[src/design/blake2b_keyed_hash_unit_assert.svh]
// Assertion macros shared by the keyed hash unit modules.
// Depends on nothing; include after the module ports are declared.
`ifndef BLAKE2B_KEYED_HASH_UNIT_ASSERT_SVH
`define BLAKE2B_KEYED_HASH_UNIT_ASSERT_SVH

// Implication checked on every rising clock edge outside reset.
`define B2_ASSERT_IMP(lbl, clk, rst_n, ante, cons) \
  lbl: assert property (@(posedge clk) disable iff (!rst_n) (ante) |-> (cons)) \
    else $error("assertion failed");

// Next-cycle implication checked outside reset.
`define B2_ASSERT_NXT(lbl, clk, rst_n, ante, cons) \
  lbl: assert property (@(posedge clk) disable iff (!rst_n) (ante) |=> (cons)) \
    else $error("assertion failed");

`endif

[src/design/b2b_pkg.sv]
// Shared types and constants for the keyed hash unit.
// No dependencies.
package b2b_pkg;

  localparam logic [63:0] IV [8] = '{
    64'h6a09e667f3bcc908, 64'hbb67ae8584caa73b,
    64'h3c6ef372fe94f82b, 64'ha54ff53a5f1d36f1,
    64'h510e527fade682d1, 64'h9b05688c2b3e6c1f,
    64'h1f83d9abfb41bd6b, 64'h5be0cd19137e2179
  };

  localparam logic [63:0] PARAM_CONST = 64'h0000000001010000;
  localparam int unsigned ROUNDS = 12;
  localparam logic [7:0] BLOCK_BYTES = 8'd128;

  localparam logic [6:0] REG_DIGEST_BYTES = 7'd0;
  localparam logic [6:0] REG_KEY_BYTES    = 7'd1;

  typedef logic [3:0] sel_t;

  // message schedule, one row per round
  function automatic sel_t sigma(input logic [3:0] r, input logic [3:0] i);
    logic [63:0] row;
    unique case (r)
      4'd0, 4'd10: row = 64'hfedcba9876543210;
      4'd1, 4'd11: row = 64'h357b20c16df984ae;
      4'd2:  row = 64'h491763eadf250c8b; // packed little nibble first
      4'd3:  row = 64'h8f04a562ebcd1397;
      4'd4:  row = 64'hd386cb1efa427509;
      4'd5:  row = 64'h91ef57d438b0a6c2;
      4'd6:  row = 64'hb8293670a4def15c;
      4'd7:  row = 64'ha2684f05931ce7bd;
      4'd8:  row = 64'h5a417d2c803b9ef6;
      4'd9:  row = 64'h0dc3e9bf5167482a;
      default: row = 64'hfedcba9876543210;
    endcase
    return row[i*4 +: 4];
  endfunction

  typedef struct packed {
    logic load_chain;   // reload chain from IV and params
    logic write_word;   // store incoming word into buffer
    logic start_comp;   // begin compression
    logic comp_final;   // final flag for this compression
    logic pad_buffer;   // zero buffer words past fill
    logic clear_msg;    // return to message start
  } dp_cmd_t;

  typedef struct packed {
    logic       comp_done;
    logic       msg_start;
    logic       buf_full;
  } dp_sts_t;

endpackage

[src/design/b2b_ctrl.sv]
// Controller: sequences word intake, compressions and digest output.
// Depends on b2b_pkg and the assertion macro header.
module b2b_ctrl
  import b2b_pkg::*;
(
  input  logic        clk,
  input  logic        rst_n,
  input  logic        in_valid,
  output logic        in_ready,
  input  logic [3:0]  in_nb_raw,
  input  logic        in_last,
  output logic [3:0]  nb_eff,
  output dp_cmd_t     cmd,
  input  dp_sts_t     sts,
  input  logic [6:0]  dig_len,
  output logic        out_valid,
  input  logic        out_ready,
  output logic [2:0]  out_idx,
  output logic [3:0]  out_nb,
  output logic        out_last
);

  typedef enum logic [2:0] {S_IDLE, S_MID, S_LASTW, S_FIN, S_EMIT} state_t;
  state_t state_r;
  logic [2:0] idx_r;
  logic [6:0] left;
  logic       acc;
  logic       need_comp;

  // a waiting beat with data holds until the full block is compressed
  assign need_comp = sts.buf_full && (nb_eff != 4'd0);
  assign in_ready = (state_r == S_IDLE) && !need_comp;
  assign acc = in_valid && in_ready;
  always_comb begin
    nb_eff = in_last ? ((in_nb_raw > 4'd8) ? 4'd8 : in_nb_raw) : 4'd8;
  end

  assign left = dig_len - {1'b0, idx_r, 3'd0};
  assign out_valid = (state_r == S_EMIT);
  assign out_idx = idx_r;
  assign out_nb = (left > 7'd8) ? 4'd8 : left[3:0];
  assign out_last = (left <= 7'd8);

  always_comb begin
    cmd = '0;
    unique case (state_r)
      S_IDLE: begin
        if (acc) begin
          cmd.load_chain = sts.msg_start;
          cmd.write_word = (nb_eff != 4'd0);
        end else if (in_valid && need_comp) begin
          cmd.start_comp = 1'b1;
        end
      end
      S_MID: ;
      S_LASTW: begin
        cmd.pad_buffer = 1'b1;
        cmd.start_comp = 1'b1;
        cmd.comp_final = 1'b1;
      end
      S_FIN: ;
      S_EMIT: if (out_ready && out_last) begin
        cmd.clear_msg = 1'b1;
        cmd.load_chain = 1'b1;
      end
      default: ;
    endcase
  end

  always_ff @(posedge clk) begin
    if (!rst_n) begin
      state_r <= S_IDLE;
      idx_r <= '0;
    end else begin
      unique case (state_r)
        S_IDLE: begin
          if (in_valid && need_comp) state_r <= S_MID;
          else if (acc && in_last) state_r <= S_LASTW;
        end
        S_MID: if (sts.comp_done) state_r <= S_IDLE;
        S_LASTW: state_r <= S_FIN;
        S_FIN: if (sts.comp_done) begin
          state_r <= S_EMIT;
          idx_r <= '0;
        end
        S_EMIT: if (out_ready) begin
          if (out_last) state_r <= S_IDLE;
          else idx_r <= idx_r + 3'd1;
        end
        default: state_r <= S_IDLE;
      endcase
    end
  end

  `include "blake2b_keyed_hash_unit_assert.svh"
  `B2_ASSERT_IMP(a_emit_len, clk, rst_n, out_valid, out_nb != 4'd0)
  `B2_ASSERT_IMP(a_busy_noacc, clk, rst_n, state_r != S_IDLE, !in_ready)
  `B2_ASSERT_NXT(a_lastw_fin, clk, rst_n, state_r == S_LASTW, state_r == S_FIN)

endmodule

[config.mk]
export PLATFORM = sky130hd
export DESIGN_NAME = b2b_ctrl
export DESIGN_NICKNAME = d
export VERILOG_FILES = /design/src/design/b2b_pkg.sv /design/src/design/b2b_ctrl.sv
export VERILOG_INCLUDE_DIRS = /design/src /design/src/design
export SDC_FILE = /design/constraint.sdc
export NUM_CORES = 1
export LEC_CHECK = 0
export ABC_AREA = 1
export BUFFER_PORTS_ARGS = -buffer_cell sky130_fd_sc_hd__buf_2
export CAP_MARGIN = 20
export CORE_MARGIN = 4
export CORE_UTILIZATION = 40
export CTS_BUF_LIST = sky130_fd_sc_hd__clkbuf_8 sky130_fd_sc_hd__clkbuf_16
export CTS_CLUSTER_DIAMETER = 100
export DETAILED_ROUTE_END_ITERATION = 8
export GPL_ROUTABILITY_DRIVEN = 0
export PLACE_DENSITY_LB_ADDON = 0.15
export SETUP_SLACK_MARGIN = 0.15
export SLEW_MARGIN = 25
export SYNTH_ARGS = -nofsm -noshare
export SYNTH_HDL_FRONTEND = slang
export SYNTH_SLANG_ARGS = --single-unit
[constraint.sdc]
create_clock -name clk -period 2.2 [get_ports clk]
set_input_delay 0 -clock clk [delete_from_list [all_inputs] [get_ports clk]]
set_output_delay 0 -clock clk [all_outputs]
set_load 0.01 [all_outputs]
==> impl_metrics.py <==
metrics = {
    "run_status": {
        "outcome": "finished clean",
    },
    "floorplanning": {
        "io_pins": 39,
        "initial_utilization_pct": 41.90,
        "die_h_um": 50.30,
        "die_area_sq_um": 2530,
        "core_area_sq_um": 1708,
        "fp-row-count": 15,
        "dieWidth_um": 50.30,
    },
    "worst_setup_path": {
        "critPathMaxStageDelay_ns": 0.52,
        "worstSetupPathType": "reg -> out",
        "crit_chain": "ha_1 -> fa_1 -> nand3_2 -> nor2_4 -> nand3_4 -> nor3_4 -> a21o_1 -> buf_2",
        "cpMaxStageDelayCell": "fa_1",
        "cp.arrival_ns": 1.99,
        "crit_required_ns": 2.20,
        "start_kind": "flop",
        "worst-path-max-fanout": 6,
        "reg2reg_depth": 11,
        "regToRegSetupSlack_ns": 0.29,
        "end_kind": "output pin",
    },
    "global_routing": {
        "grt_pass1_vias": 671,
        "grt.overflow.total": 0,
        "grt_use_total_pct": 13.29,
        "grt_max_degree": 7,
        "grt_antenna_before_repair": 0,
        "grt_pass1_wl_mm": 2.677,
    },
    "logic_synthesis": {
        "synth_ff_type": "dfxtp_1",
        "synth_area_sq_um": 715.7,
        "synth_common_cells": "26 x inv_1, 21 x nand2_1, 17 x nor2_1",
        "synth_fp_nets": 139,
        "synthArstFlopShare_pct": 0,
        "ys_seq_area_share_pct": 16.78,
        "yosysMostFrequentCell": "inv_1",
        "synth.ff_latch_count": 6,
        "synth_edf_count": 0,
        "synth_top_family_by_area": "simple AND/OR/NAND/NOR gates",
        "yosysWarnings": 0,
        "synth_compound_area_share_pct": 5.769,
        "netlist.area_leader.share_pct": 16.78,
        "synthAdderAreaFrac_pct": 9.790,
        "synth_mux_area_share_pct": 0,
        "synth_xor_area_share_pct": 1.224,
        "avgSynthCellArea_sq_um": 6.223,
        "synthSimpleGateAreaFrac_pct": 50.17,
        "synthTopCellsByArea": "dfxtp_1 17%, inv_1 14%, nand2_1 11%",
        "synth_area_leader_cell": "dfxtp_1",
        "synthCells": 115,
        "ys_types": 27,
    },
    "timing": {
        "max-slew-margin-rel_pct": 77.54,
        "slew_viol_final": 0,
        "post-route-period-util_pct": 90.42,
        "setup_slack_ns": 0.2107,
        "min_period_ns": 1.989,
        "whs_ns": 0.03376,
        "hold_viol": 0,
        "worstMarginPinSlew_ns": 0.3338,
        "final-setup-viol-count": 0,
        "fmaxAchievable_mhz": 502.7,
        "rsz0062_at_grt": "yes",
        "finClkSkew_ns": 0.001488,
        "finalSetupTns_ns": 0,
    },
    "cts": {
        "clk_latency_ns": 0.22,
        "hold_buffers": 0,
        "clk_pin_slew_ns": 0.03,
        "cts_sinks": 6,
        "clockBufferDepth": 2,
        "cts_buffers": 3,
        "post_cts_buffers": 0,
        "ctsResizeCount": 0,
        "h-tree-depth": 1,
        "cts-root-buf": "clkbuf_8",
        "tritoncts": "done",
    },
    "cells_and_area": {
        "syn_to_final_growth_pct": 36.54,
        "fillCellCount": 177,
        "final_cells": 180,
        "fin_area_sq_um": 977.2,
        "finish.utilization_pct": 57.22,
        "drive_gt1_share_pct": 36.13,
        "nets": 181,
        "antenna_cells": 0,
    },
    "drt": {
        "vias": 777,
        "ant_nets": 0,
        "viasPerCell": 4.317,
        "drc": 0,
        "drt_pass1_iterations": 4,
        "routedWlPerCell_um": 8.839,
        "wl_mm": 1.591,
        "first_iter_violations": 14,
    },
    "place": {
        "dp.cells": 177,
        "post-place-ws_ns": 0.2852,
        "postPlaceCellArea_sq_um": 929.6,
        "portBuffers": 38,
        "hpwl_mm": 1.420,
    },
    "run": {
        "maxCapViolCount": 0,
    },
    "hold_path": {
        "worstHoldPathCells": 3,
        "min_path_type": "in -> reg",
    },
    "power": {
        "ir_drop_v": 0.0005419,
        "p_per_area_nw_per_um2": 831.7,
        "p_leak_nw": 0.5797,
        "p_total_mw": 0.8127,
    },
}
## flip-flops by register name, summed over array words and instances (netlist names)
name	flops
state_r	3
out_idx	3
## path summary, 6_finish.rpt
path | to | startpoint
setup / recovery | cmd[5] | out_idx[0]
hold / removal | state_r[1] | rst_n
setup reg to reg | out_idx[1] | out_idx[0]
hold reg to reg | state_r[0] | state_r[0]
## layout make-up
type | instances | area, sq um | area share [%]
Tap cell | 25 | 31.28 | 3.201
Clock buffer | 3 | 41.29 | 4.225
Sequential cell | 6 | 120.1 | 12.29
Timing Repair Buffer | 38 | 190.2 | 19.46
Multi-Input combinational cell | 79 | 485.5 | 49.68
Inverter | 29 | 108.9 | 11.14
## report_power, final
group	internal (mW)	switching, mW
logic	0.192	0.290
registers	0.139	0.0328
clock network	0.117	0.0413
total	0.449	0.364
## per-layer routing
layer  share of wire, %  track usage [%]  vias up
li1                   -                -      430
met1                 46            16.73      322
met2                 45            21.09       23
met3                9.1            2.967        2
met4               0.38            6.726        0
met5                  0                0        -
## logic make-up (layout without fill, tap and decap cells)
logic type | count (synthesis) | in the layout
AO/OA/AOI/OAI | 7 | 7
XOR/XNOR | 1 | 1
flip-flops | 6 | 6
buffers and inverters | 30 | 70
adder cells (fa/ha/maj) | 5 | 5
AND/OR/NAND/NOR | 66 | 66
## critical path, delay by kind of cell (launching register included)
kind | cells | cell delay [ns]
flip-flops | 1 | 0.34
adder cells (fa/ha/maj) | 2 | 0.73
AND/OR/NAND/NOR | 4 | 0.49
AO/OA/AOI/OAI | 1 | 0.10
buffers and inverters | 1 | 0.12
## cell usage in the layout (no fill, tap or decap)
| master | Yosys | routed |
|---|---|---|
| nand3_2 | 3 | 3 |
| a21oi_2 | 1 | 1 |
| clkbuf_8 | 0 | 3 |
| a21o_1 | 1 | 1 |
| nor2_2 | 1 | 1 |
| nor2_1 | 17 | 17 |
| nand2_4 | 3 | 3 |
| buf_2 | 0 | 38 |
| clkinv_1 | 1 | 1 |
| nor3_1 | 1 | 1 |
| nor4_1 | 1 | 1 |
| xnor2_1 | 1 | 1 |
| inv_2 | 2 | 2 |
| a21oi_1 | 5 | 5 |
| inv_1 | 26 | 26 |
| nand2_1 | 21 | 21 |
| nand4_1 | 3 | 3 |
| nand3b_1 | 3 | 3 |
| nand3_1 | 6 | 6 |
| nor3_4 | 0 | 1 |
| nor2_4 | 1 | 1 |
| or2_1 | 1 | 1 |
| nand2_2 | 2 | 2 |
| and2_1 | 1 | 1 |
| ha_1 | 4 | 4 |
| dfxtp_1 | 6 | 6 |
| nand3_4 | 1 | 1 |
| fa_1 | 1 | 1 |
No activity file was read; power rests on OpenSTA's default activity.
